**src/hw/rtl/assert_macros.svh**
```systemverilog
// ----------------------------------------------------------------------------
// assert_macros.svh
// shared assertion macros for the rtl
// ----------------------------------------------------------------------------
`ifndef ASSERT_MACROS_SVH
`define ASSERT_MACROS_SVH

// property checked at every clock edge outside reset
`define ASSERT_ALWAYS(label, clock, reset, prop) \
  label: assert property (@(posedge clock) disable iff (reset) (prop)) \
    else $error("assertion failed");

// consequent must hold in the cycle after the antecedent
`define ASSERT_NEXT(label, clock, reset, ante, cons) \
  label: assert property (@(posedge clock) disable iff (reset) (ante) |=> (cons)) \
    else $error("assertion failed");

`endif

```
**src/hw/rtl/hsps_pkg.sv**
```systemverilog
// ----------------------------------------------------------------------------
// hsps_pkg
// shared widths, codes and constants of the sensor poll sequencer
// ----------------------------------------------------------------------------
package hsps_pkg;

  // default timing
  localparam int TICK_MS_DEF = 5;
  localparam int WAIT_MS_DEF = 80;

  // field widths
  localparam int CMD_W   = 3;
  localparam int PHASE_W = 2;
  localparam int RC_W    = 2;
  localparam int HUM_W   = 14;
  localparam int TEMP_W  = 15;
  localparam int CNT_W   = 16;
  localparam int RAW_W   = 20;

  localparam logic [CNT_W-1:0] INTERVAL_RESET = 16'd100;

  // sensor status bits
  localparam int STAT_BUSY_BIT = 7;
  localparam int STAT_CAL_BIT  = 3;

  // bus commands
  localparam logic [CMD_W-1:0] CMD_NONE = 3'd0;
  localparam logic [CMD_W-1:0] CMD_INIT = 3'd1;
  localparam logic [CMD_W-1:0] CMD_TRIG = 3'd2;
  localparam logic [CMD_W-1:0] CMD_SRST = 3'd3;
  localparam logic [CMD_W-1:0] CMD_READ = 3'd4;

  // reported phase codes
  localparam logic [PHASE_W-1:0] PH_IDLE  = 2'd0;
  localparam logic [PHASE_W-1:0] PH_WAIT  = 2'd1;
  localparam logic [PHASE_W-1:0] PH_READY = 2'd2;
  localparam logic [PHASE_W-1:0] PH_ERROR = 2'd3;

  // result codes
  localparam logic [RC_W-1:0] RC_OK    = 2'd0;
  localparam logic [RC_W-1:0] RC_BUS   = 2'd1;
  localparam logic [RC_W-1:0] RC_BUSY  = 2'd2;
  localparam logic [RC_W-1:0] RC_NOCAL = 2'd3;

  // conversion scales, raw values are 20-bit fractions of full scale
  localparam logic [13:0] HUM_SCALE   = 14'd10000;
  localparam logic [14:0] TEMP_SCALE  = 15'd20000;
  localparam logic [15:0] TEMP_OFFSET = 16'd5000;

endpackage

```
**src/hw/rtl/hsps_if.sv**
```systemverilog
// ----------------------------------------------------------------------------
// hsps channel interfaces
// valid/ready channels for step beats, report beats and config writes
// ----------------------------------------------------------------------------
interface hsps_step_if;
  logic       valid;
  logic       ready;
  logic       action;
  logic       write_ok;
  logic       status_ok;
  logic [7:0] status_byte;
  logic       data_ok;
  logic [7:0] byte_one;
  logic [7:0] byte_two;
  logic [7:0] byte_three;
  logic [7:0] byte_four;
  logic [7:0] byte_five;

  modport source (
    output valid, action, write_ok, status_ok, status_byte, data_ok,
           byte_one, byte_two, byte_three, byte_four, byte_five,
    input  ready
  );
  modport sink (
    input  valid, action, write_ok, status_ok, status_byte, data_ok,
           byte_one, byte_two, byte_three, byte_four, byte_five,
    output ready
  );
endinterface

interface hsps_report_if;
  logic                                valid;
  logic                                ready;
  logic [hsps_pkg::CMD_W-1:0]          bus_command;
  logic [hsps_pkg::PHASE_W-1:0]        phase;
  logic [hsps_pkg::RC_W-1:0]           result_code;
  logic [hsps_pkg::HUM_W-1:0]          humidity_centi;
  logic signed [hsps_pkg::TEMP_W-1:0]  temperature_centi;

  modport source (
    output valid, bus_command, phase, result_code, humidity_centi, temperature_centi,
    input  ready
  );
  modport sink (
    input  valid, bus_command, phase, result_code, humidity_centi, temperature_centi,
    output ready
  );
endinterface

interface hsps_cfg_if;
  logic                         valid;
  logic                         ready;
  logic [hsps_pkg::CNT_W-1:0]   interval_ms;

  modport source (output valid, interval_ms, input ready);
  modport sink (input valid, interval_ms, output ready);
endinterface

```
**src/hw/rtl/humidity_sensor_poll_sequencer.sv**
```systemverilog
// a step beat is accepted into the input register, and its report beat turns valid in the report register
// throughput: one step beat per cycle while the report is not stalled, set by the state update
//   between the input register and the report register
// a stalled report holds its beat while one more step beat waits in the input register
// reset (rst, synchronous, active high): phase idle, tick count and readings zero,
//   interval back to 100, both pipeline registers empty
// ----------------------------------------------------------------------------
// humidity_sensor_poll_sequencer
// polls a temperature and humidity sensor one step beat at a time
// ----------------------------------------------------------------------------
`include "assert_macros.svh"

module humidity_sensor_poll_sequencer #(
  parameter int TICK_MS = hsps_pkg::TICK_MS_DEF,
  parameter int WAIT_MS = hsps_pkg::WAIT_MS_DEF
) (
  input logic            clk,
  input logic            rst,
  hsps_step_if.sink      step,
  hsps_report_if.source  report,
  hsps_cfg_if.sink       cfg
);

  localparam int CntW = hsps_pkg::CNT_W;
  // (count + 1) * TICK_MS needs one bit for the +1 and the bits of TICK_MS
  localparam int LimW = CntW + 1 + $clog2(TICK_MS + 1);
  localparam logic [CntW-1:0] WaitTicks = CntW'(WAIT_MS / TICK_MS);
  localparam logic [LimW-1:0] TickLen   = LimW'(TICK_MS);

  // internal one-hot phase register
  typedef enum logic [3:0] {
    ST_IDLE  = 4'b0001,
    ST_WAIT  = 4'b0010,
    ST_READY = 4'b0100,
    ST_ERROR = 4'b1000
  } phase_st_t;

  function automatic logic [hsps_pkg::PHASE_W-1:0] phase_code(input phase_st_t st);
    logic [hsps_pkg::PHASE_W-1:0] code;
    case (st)
      ST_IDLE:  code = hsps_pkg::PH_IDLE;
      ST_WAIT:  code = hsps_pkg::PH_WAIT;
      ST_READY: code = hsps_pkg::PH_READY;
      default:  code = hsps_pkg::PH_ERROR;
    endcase
    return code;
  endfunction

  // --------------------------------------------------------------------------
  // input register
  // --------------------------------------------------------------------------
  logic       s1_valid;
  logic       s1_action;
  logic       s1_write_ok;
  logic       s1_status_ok;
  logic [7:0] s1_status;
  logic       s1_data_ok;
  logic [7:0] s1_b1, s1_b2, s1_b3, s1_b4, s1_b5;

  // --------------------------------------------------------------------------
  // block state
  // --------------------------------------------------------------------------
  phase_st_t                             phase_st;
  logic [CntW-1:0]                       tick_count;
  logic [hsps_pkg::HUM_W-1:0]            humidity_reg;
  logic signed [hsps_pkg::TEMP_W-1:0]    temperature_reg;
  logic [CntW-1:0]                       interval;

  // --------------------------------------------------------------------------
  // report register
  // --------------------------------------------------------------------------
  logic                                  rpt_valid;
  logic [hsps_pkg::CMD_W-1:0]            rpt_cmd;
  logic [hsps_pkg::PHASE_W-1:0]          rpt_phase;
  logic [hsps_pkg::RC_W-1:0]             rpt_rc;
  logic [hsps_pkg::HUM_W-1:0]            rpt_hum;
  logic signed [hsps_pkg::TEMP_W-1:0]    rpt_temp;

  // the held beat moves on when the report register is empty or being drained
  logic s1_adv;
  assign s1_adv     = s1_valid && (!rpt_valid || report.ready);
  assign step.ready = !s1_valid || s1_adv;
  assign cfg.ready  = 1'b1;

  // --------------------------------------------------------------------------
  // raw value unpack and fixed point conversion
  // --------------------------------------------------------------------------
  logic [hsps_pkg::RAW_W-1:0] hum_raw;
  logic [hsps_pkg::RAW_W-1:0] temp_raw;
  logic [33:0]                hum_prod;
  logic [34:0]                temp_prod;
  logic [15:0]                temp_diff;
  logic [hsps_pkg::HUM_W-1:0]         hum_conv;
  logic signed [hsps_pkg::TEMP_W-1:0] temp_conv;

  assign hum_raw   = {s1_b1, s1_b2, s1_b3[7:4]};
  assign temp_raw  = {s1_b3[3:0], s1_b4, s1_b5};
  // floor(raw * scale / 2^20) is the top bits of the product
  assign hum_prod  = 34'(hum_raw) * 34'(hsps_pkg::HUM_SCALE);
  assign temp_prod = 35'(temp_raw) * 35'(hsps_pkg::TEMP_SCALE);
  assign hum_conv  = hum_prod[33:20];
  // 0..19999 minus 5000 always lands in the signed 15-bit range
  assign temp_diff = {1'b0, temp_prod[34:20]} - hsps_pkg::TEMP_OFFSET;
  assign temp_conv = $signed(temp_diff[14:0]);

  // --------------------------------------------------------------------------
  // tick counting
  // --------------------------------------------------------------------------
  logic [CntW-1:0] cnt_inc;
  logic [LimW-1:0] ready_span;
  logic            ready_done;

  // saturating increment
  assign cnt_inc    = (tick_count == '1) ? tick_count : tick_count + 1'b1;
  // count >= interval / TICK_MS  <=>  (count + 1) * TICK_MS > interval
  assign ready_span = (LimW'(cnt_inc) + LimW'(1)) * TickLen;
  assign ready_done = ready_span > LimW'(interval);

  // --------------------------------------------------------------------------
  // step logic
  // --------------------------------------------------------------------------
  phase_st_t                          phase_next;
  logic [CntW-1:0]                    tick_next;
  logic [hsps_pkg::HUM_W-1:0]         hum_next;
  logic signed [hsps_pkg::TEMP_W-1:0] temp_next;
  logic [CntW-1:0]                    interval_next;
  logic [hsps_pkg::CMD_W-1:0]         cmd;
  logic [hsps_pkg::RC_W-1:0]          rc;

  always_comb begin
    phase_next    = phase_st;
    tick_next     = tick_count;
    hum_next      = humidity_reg;
    temp_next     = temperature_reg;
    interval_next = interval;
    cmd           = hsps_pkg::CMD_NONE;
    rc            = hsps_pkg::RC_OK;
    if (s1_action) begin
      // initialize request works from any phase and wipes the readings
      interval_next = hsps_pkg::INTERVAL_RESET;
      tick_next     = '0;
      hum_next      = '0;
      temp_next     = '0;
      cmd           = hsps_pkg::CMD_INIT;
      if (!s1_write_ok || !s1_status_ok) begin
        phase_next = ST_ERROR;
        rc         = hsps_pkg::RC_BUS;
      end else if (!s1_status[hsps_pkg::STAT_CAL_BIT]) begin
        phase_next = ST_ERROR;
        rc         = hsps_pkg::RC_NOCAL;
      end else begin
        phase_next = ST_IDLE;
      end
    end else begin
      case (phase_st)
        ST_IDLE: begin
          // kick off a measurement
          cmd = hsps_pkg::CMD_TRIG;
          if (s1_write_ok) begin
            phase_next = ST_WAIT;
            tick_next  = '0;
          end else begin
            rc = hsps_pkg::RC_BUS;
          end
        end
        ST_WAIT: begin
          tick_next = cnt_inc;
          if (cnt_inc >= WaitTicks) begin
            cmd = hsps_pkg::CMD_READ;
            if (!s1_status_ok) begin
              rc = hsps_pkg::RC_BUS;
            end else if (s1_status[hsps_pkg::STAT_BUSY_BIT]) begin
              rc = hsps_pkg::RC_BUSY;
            end else if (!s1_data_ok) begin
              rc = hsps_pkg::RC_BUS;
            end else begin
              // good read, count keeps running into ready
              hum_next   = hum_conv;
              temp_next  = temp_conv;
              phase_next = ST_READY;
            end
          end
        end
        ST_READY: begin
          tick_next = cnt_inc;
          if (ready_done) begin
            phase_next = ST_IDLE;
            tick_next  = '0;
          end
        end
        default: begin
          // error phase (and any stray encoding): try a soft reset
          cmd = hsps_pkg::CMD_SRST;
          if (s1_write_ok) begin
            phase_next = ST_IDLE;
          end else begin
            rc = hsps_pkg::RC_BUS;
          end
        end
      endcase
    end
  end

  // --------------------------------------------------------------------------
  // control and state registers
  // --------------------------------------------------------------------------
  always_ff @(posedge clk) begin
    if (rst) begin
      s1_valid        <= 1'b0;
      rpt_valid       <= 1'b0;
      phase_st        <= ST_IDLE;
      tick_count      <= '0;
      humidity_reg    <= '0;
      temperature_reg <= '0;
      interval        <= hsps_pkg::INTERVAL_RESET;
    end else begin
      if (step.ready) begin
        s1_valid <= step.valid;
      end
      if (s1_adv) begin
        rpt_valid <= 1'b1;
      end else if (report.ready) begin
        rpt_valid <= 1'b0;
      end
      if (s1_adv) begin
        phase_st        <= phase_next;
        tick_count      <= tick_next;
        humidity_reg    <= hum_next;
        temperature_reg <= temp_next;
      end
      // the user must send config writes only while the block is quiet; the block itself does not enforce it
      if (cfg.valid && cfg.ready) begin
        interval <= cfg.interval_ms;
      end else if (s1_adv) begin
        interval <= interval_next;
      end
    end
  end

  // --------------------------------------------------------------------------
  // payload registers
  // --------------------------------------------------------------------------
  always_ff @(posedge clk) begin
    if (step.valid && step.ready) begin
      s1_action    <= step.action;
      s1_write_ok  <= step.write_ok;
      s1_status_ok <= step.status_ok;
      s1_status    <= step.status_byte;
      s1_data_ok   <= step.data_ok;
      s1_b1        <= step.byte_one;
      s1_b2        <= step.byte_two;
      s1_b3        <= step.byte_three;
      s1_b4        <= step.byte_four;
      s1_b5        <= step.byte_five;
    end
    if (s1_adv) begin
      rpt_cmd   <= cmd;
      rpt_phase <= phase_code(phase_next);
      rpt_rc    <= rc;
      rpt_hum   <= hum_next;
      rpt_temp  <= temp_next;
    end
  end

  assign report.valid             = rpt_valid;
  assign report.bus_command       = rpt_cmd;
  assign report.phase             = rpt_phase;
  assign report.result_code       = rpt_rc;
  assign report.humidity_centi    = rpt_hum;
  assign report.temperature_centi = rpt_temp;

  // --------------------------------------------------------------------------
  // assertions
  // --------------------------------------------------------------------------
  `ASSERT_NEXT(a_init_clears, clk, rst, s1_adv && s1_action,
    tick_count == '0 && interval == hsps_pkg::INTERVAL_RESET && rpt_cmd == hsps_pkg::CMD_INIT)

  `ASSERT_NEXT(a_trig_fail, clk, rst,
    s1_adv && !s1_action && phase_st == ST_IDLE && !s1_write_ok,
    rpt_cmd == hsps_pkg::CMD_TRIG && rpt_rc == hsps_pkg::RC_BUS && phase_st == ST_IDLE)

  `ASSERT_ALWAYS(a_busy_in_wait, clk, rst,
    rpt_valid && rpt_rc == hsps_pkg::RC_BUSY |->
      rpt_cmd == hsps_pkg::CMD_READ && rpt_phase == hsps_pkg::PH_WAIT)

  `ASSERT_ALWAYS(a_hum_range, clk, rst, humidity_reg <= 14'd9999)

endmodule
```
**src/flat_wrapper.sv**
```systemverilog
// flat-port wrapper written by rule: the top's interface ports become plain ports
module humidity_sensor_poll_sequencer_flat 
#(
  parameter int TICK_MS = hsps_pkg::TICK_MS_DEF,
  parameter int WAIT_MS = hsps_pkg::WAIT_MS_DEF
)
  (clk, rst, step_valid, step_action, step_write_ok, step_status_ok, step_status_byte, step_data_ok, step_byte_one, step_byte_two, step_byte_three, step_byte_four, step_byte_five, step_ready, report_valid, report_bus_command, report_phase, report_result_code, report_humidity_centi, report_temperature_centi, report_ready, cfg_valid, cfg_interval_ms, cfg_ready);
  hsps_step_if step_i ();
  hsps_report_if report_i ();
  hsps_cfg_if cfg_i ();
  input logic clk;
  input logic rst;
  input wire logic [$bits(step_i.valid)-1:0] step_valid;
  input wire logic [$bits(step_i.action)-1:0] step_action;
  input wire logic [$bits(step_i.write_ok)-1:0] step_write_ok;
  input wire logic [$bits(step_i.status_ok)-1:0] step_status_ok;
  input wire logic [$bits(step_i.status_byte)-1:0] step_status_byte;
  input wire logic [$bits(step_i.data_ok)-1:0] step_data_ok;
  input wire logic [$bits(step_i.byte_one)-1:0] step_byte_one;
  input wire logic [$bits(step_i.byte_two)-1:0] step_byte_two;
  input wire logic [$bits(step_i.byte_three)-1:0] step_byte_three;
  input wire logic [$bits(step_i.byte_four)-1:0] step_byte_four;
  input wire logic [$bits(step_i.byte_five)-1:0] step_byte_five;
  output wire logic [$bits(step_i.ready)-1:0] step_ready;
  output wire logic [$bits(report_i.valid)-1:0] report_valid;
  output wire logic [$bits(report_i.bus_command)-1:0] report_bus_command;
  output wire logic [$bits(report_i.phase)-1:0] report_phase;
  output wire logic [$bits(report_i.result_code)-1:0] report_result_code;
  output wire logic [$bits(report_i.humidity_centi)-1:0] report_humidity_centi;
  output wire logic [$bits(report_i.temperature_centi)-1:0] report_temperature_centi;
  input wire logic [$bits(report_i.ready)-1:0] report_ready;
  input wire logic [$bits(cfg_i.valid)-1:0] cfg_valid;
  input wire logic [$bits(cfg_i.interval_ms)-1:0] cfg_interval_ms;
  output wire logic [$bits(cfg_i.ready)-1:0] cfg_ready;
  assign step_i.valid = step_valid;
  assign step_i.action = step_action;
  assign step_i.write_ok = step_write_ok;
  assign step_i.status_ok = step_status_ok;
  assign step_i.status_byte = step_status_byte;
  assign step_i.data_ok = step_data_ok;
  assign step_i.byte_one = step_byte_one;
  assign step_i.byte_two = step_byte_two;
  assign step_i.byte_three = step_byte_three;
  assign step_i.byte_four = step_byte_four;
  assign step_i.byte_five = step_byte_five;
  assign step_ready = step_i.ready;
  assign report_valid = report_i.valid;
  assign report_bus_command = report_i.bus_command;
  assign report_phase = report_i.phase;
  assign report_result_code = report_i.result_code;
  assign report_humidity_centi = report_i.humidity_centi;
  assign report_temperature_centi = report_i.temperature_centi;
  assign report_i.ready = report_ready;
  assign cfg_i.valid = cfg_valid;
  assign cfg_i.interval_ms = cfg_interval_ms;
  assign cfg_ready = cfg_i.ready;
  humidity_sensor_poll_sequencer #(.TICK_MS(TICK_MS), .WAIT_MS(WAIT_MS)) u_core (.clk(clk), .rst(rst), .step(step_i), .report(report_i), .cfg(cfg_i));
endmodule
```
**config.mk**
```make
export PLATFORM = sky130hd
export DESIGN_NAME = humidity_sensor_poll_sequencer_flat
export DESIGN_NICKNAME = d
export VERILOG_FILES = /design/src/hw/rtl/hsps_pkg.sv /design/src/hw/rtl/hsps_if.sv /design/src/hw/rtl/humidity_sensor_poll_sequencer.sv /design/src/flat_wrapper.sv
export VERILOG_INCLUDE_DIRS = /design/src /design/src/hw/rtl
export SDC_FILE = /design/constraint.sdc
export NUM_CORES = 1
export LEC_CHECK = 0
export ABC_AREA = 1
export BUFFER_PORTS_ARGS = -buffer_cell sky130_fd_sc_hd__buf_2
export CAP_MARGIN = 40
export CORE_MARGIN = 1
export CORE_UTILIZATION = 50
export CTS_CLUSTER_SIZE = 24
export DETAILED_ROUTE_END_ITERATION = 8
export GPL_ROUTABILITY_DRIVEN = 0
export PLACE_DENSITY = 0.68
export SLEW_MARGIN = 20
export SYNTH_ARGS = -nofsm -noshare
export SYNTH_HDL_FRONTEND = slang
export SYNTH_SLANG_ARGS = --single-unit
```
**constraint.sdc**
```tcl
create_clock -name clk -period 5.7 [get_ports clk]
set_input_delay 0 -clock clk [delete_from_list [all_inputs] [get_ports clk]]
set_output_delay 0 -clock clk [all_outputs]
set_load 0.005 [all_outputs]
```
==> results.cfg <==
[detailed_routing]
ant_nets = 0
drc = 0
vias = 12700
routed_wl_um = 33200
routed_via_density = 4.98
drt_iter0_markers = 734
wl_per_cell_um = 13.0
first_pass_iters = 7

[synth]
async_flop_share_pct = 0
syn_nets = 2332
yosysTopAreaCellShare_pct = 17.3
post-synth-top-count-cell = inv_1
synth.cell_area_mm2 = 0.0151
ys_types = 47
yosys-top-cells-count = 480 x inv_1, 381 x nand2_1, 209 x ha_1
yosysSeqAreaShare_pct = 25.2
synth_seq_cells = 149
synth-edff-count = 82
yosys_most_used_dff = edfxtp_1
yosys-top-cells-area = ha_1 17%, edfxtp_1 16%, fa_1 12%
synth_warnings = 0
avgSynthCellArea_um2 = 7.71
netlist_instances = 1957
yosysTopAreaCell = ha_1

[global_route]
grt_pass1_vias = 12500
grt_max_degree = 87
grt_pass1_wl_um = 56600
grt.overflow.total = 0
grt_antenna_before_repair = 0
track_usage_pct = 22.7

[floorplan]
core_mm2 = 0.0296
die_h_um = 176
rows = 63
die_area_mm2 = 0.0309
die_width_um = 176
pin_count = 112
start_util_pct = 50.9

[clock_network]
clockRootBuffer = clkbuf_16
htree_levels = 4
cts_max_path_buffers = 2
clk_latency_ns = 0.45
cts_tree = yes
clock-sinks = 149
cts_buffers = 17
path_clk_slew_ns = 0.07

[final_layout]
seqCellArea_mm2 = 0.00381
final_cells = 2557
n_antenna_cell = 0
num-nets-final = 2529
multi_input_area_mm2 = 0.00948
area_delta_synth_final_pct = 17.7
drive_gt1_share_pct = 11.5
reg.largest.list = u_core.interval: 16 flops, u_core.tick_count: 16 flops
finish.utilization_pct = 59.9
fill_cells = 2699
finalInstanceArea_mm2 = 0.0178

[power_and_ir_drop]
power.density_mw_per_mm2 = 361
peakVddDrop_mv = 0.237
p_leak_nw = 9.55
power_mw = 6.41

[setup_path]
critical_path_arrival_ns = 5.56
worst-path-max-fanout = 6
slowest_stage = dfxtp_1
worst-endpoint-required_ns = 5.90
critPathKind = reg -> reg
end_kind = flip-flop
crit_top_cell = nand2_2
start_kind = flip-flop
slowest_delay_ns = 0.34

[placement]
hpwl_um = 26000
port-buffer-count = 104
dp_cells = 2440
placed_cell_area_mm2 = 0.0161

[timing]
hold_viol_final = 0
fin_worst_hold_slack_ns = 0.0230
finalSetupViolCount = 0
worst_pin_slew_ns = 0.779
fin_crit_sh_pct = 93.9
skew_ns = 0.0121
finalMaxSlewViolations = 0
fin_crit_ns = 5.35
max_freq_ghz = 0.187
relSlewSlack_pct = 48.1

[hold_path]
hp-class = in -> reg

[flow_run]
maxCapViolations = 0

[status]
status = complete, no violations
==> worst max-delay path, delay by kind of cell (launching register included) <==
kind	cells	cell delay (ns)
AO/OA/AOI/OAI	4	0.65
buffers and inverters	3	0.27
adder cells (fa/ha/maj)	5	1.25
XOR/XNOR	3	0.54
AND/OR/NAND/NOR	22	2.07
flip-flops	1	0.34
==> placed cells by master, fill, tap and decap left out, types with 5 or more instances in the layout <==
cell	instances
clkbuf_16	17
inv_6	5
o21ai_0	61
edfxtp_1	82
inv_1	478
fa_1	93
buf_4	27
nor2_1	82
nand3_2	11
xnor2_1	12
ha_1	199
dfxtp_1	64
xor2_1	33
a31oi_1	5
inv_2	11
or2_1	12
nand4_1	19
o21a_1	10
ha_4	5
nand3b_1	5
nor3_1	18
ha_2	5
o211ai_1	7
nand3_1	111
buf_2	104
nand2_2	11
or2_2	15
a21o_1	9
dlygate4sd3_1	76
nand2_1	377
a21oi_1	134
==> cell families (layout without fill, tap and decap cells) <==
family | count (synthesis) | after routing | synth area share [%]
other cells | 1 | 1 | 0.0249
simple gates | 684 | 684 | 19.9
flops | 149 | 149 | 25.2
xor+xnor | 50 | 50 | 2.95
buf+inv | 523 | 733 | 13.3
fa+ha+maj | 302 | 302 | 29.7
compound gates | 248 | 248 | 8.91
==> power breakdown <==
group	leakage, nW	internal (mW)	switching, mW
sequential	1.33	1.19	0.0541
combinational	7.93	1.46	2.53
clock	0.286	0.657	0.513
==> area by class of cell <==
class / instances / area share, %
clock buffers: 18 / 2.42
inverters: 491 / 10.4
multi-input cells: 1285 / 53.4
clock inverters: 14 / 0.923
flip-flops and latches: 149 / 21.4
well taps: 390 / 2.75
repair buffers: 210 / 8.71
==> metrics by stage <==
| step | TNS [ns] | setup slack [ns] |
|---|---|---|
| 5_1_grt | -0.102 | -0.0434 |
| 6_report | 0 | 0.345 |
| 2_1_floorplan | 0 | 0.413 |
| 4_1_cts | 0 | 0.173 |
| 3_3_place_gp | 0 | 0.264 |
| 3_5_place_dp | 0 | 0.192 |
==> metal layers <==
layer	routed length [um]	vias up	track usage (%)
met1	15100	5900	28.5
met4	862	0	8.70
met3	999	51	2.62
met5	0	-	0
li1	-	6559	-
met2	16200	235	39.7
==> worst paths after layout <==
check                  startpoint                     end  slack [ns]  cells after the start
max reg2reg  u_core.tick_count[1]  u_core.report.phase[0]        0.35                     37
max          u_core.tick_count[1]  u_core.report.phase[0]        0.35                     37
min                     cfg_valid      u_core.interval[0]        0.02                      3
min reg2reg    u_core.interval[2]      u_core.interval[2]        0.47                      2
==> timing repair <==
item,CTS,global route
buffers inserted,0,9
hold buffers,76,0
gates resized for setup,0,38
hold endpoints to repair,64,0
setup endpoints to repair,0,24
Power figures use the tool's default switching activity.
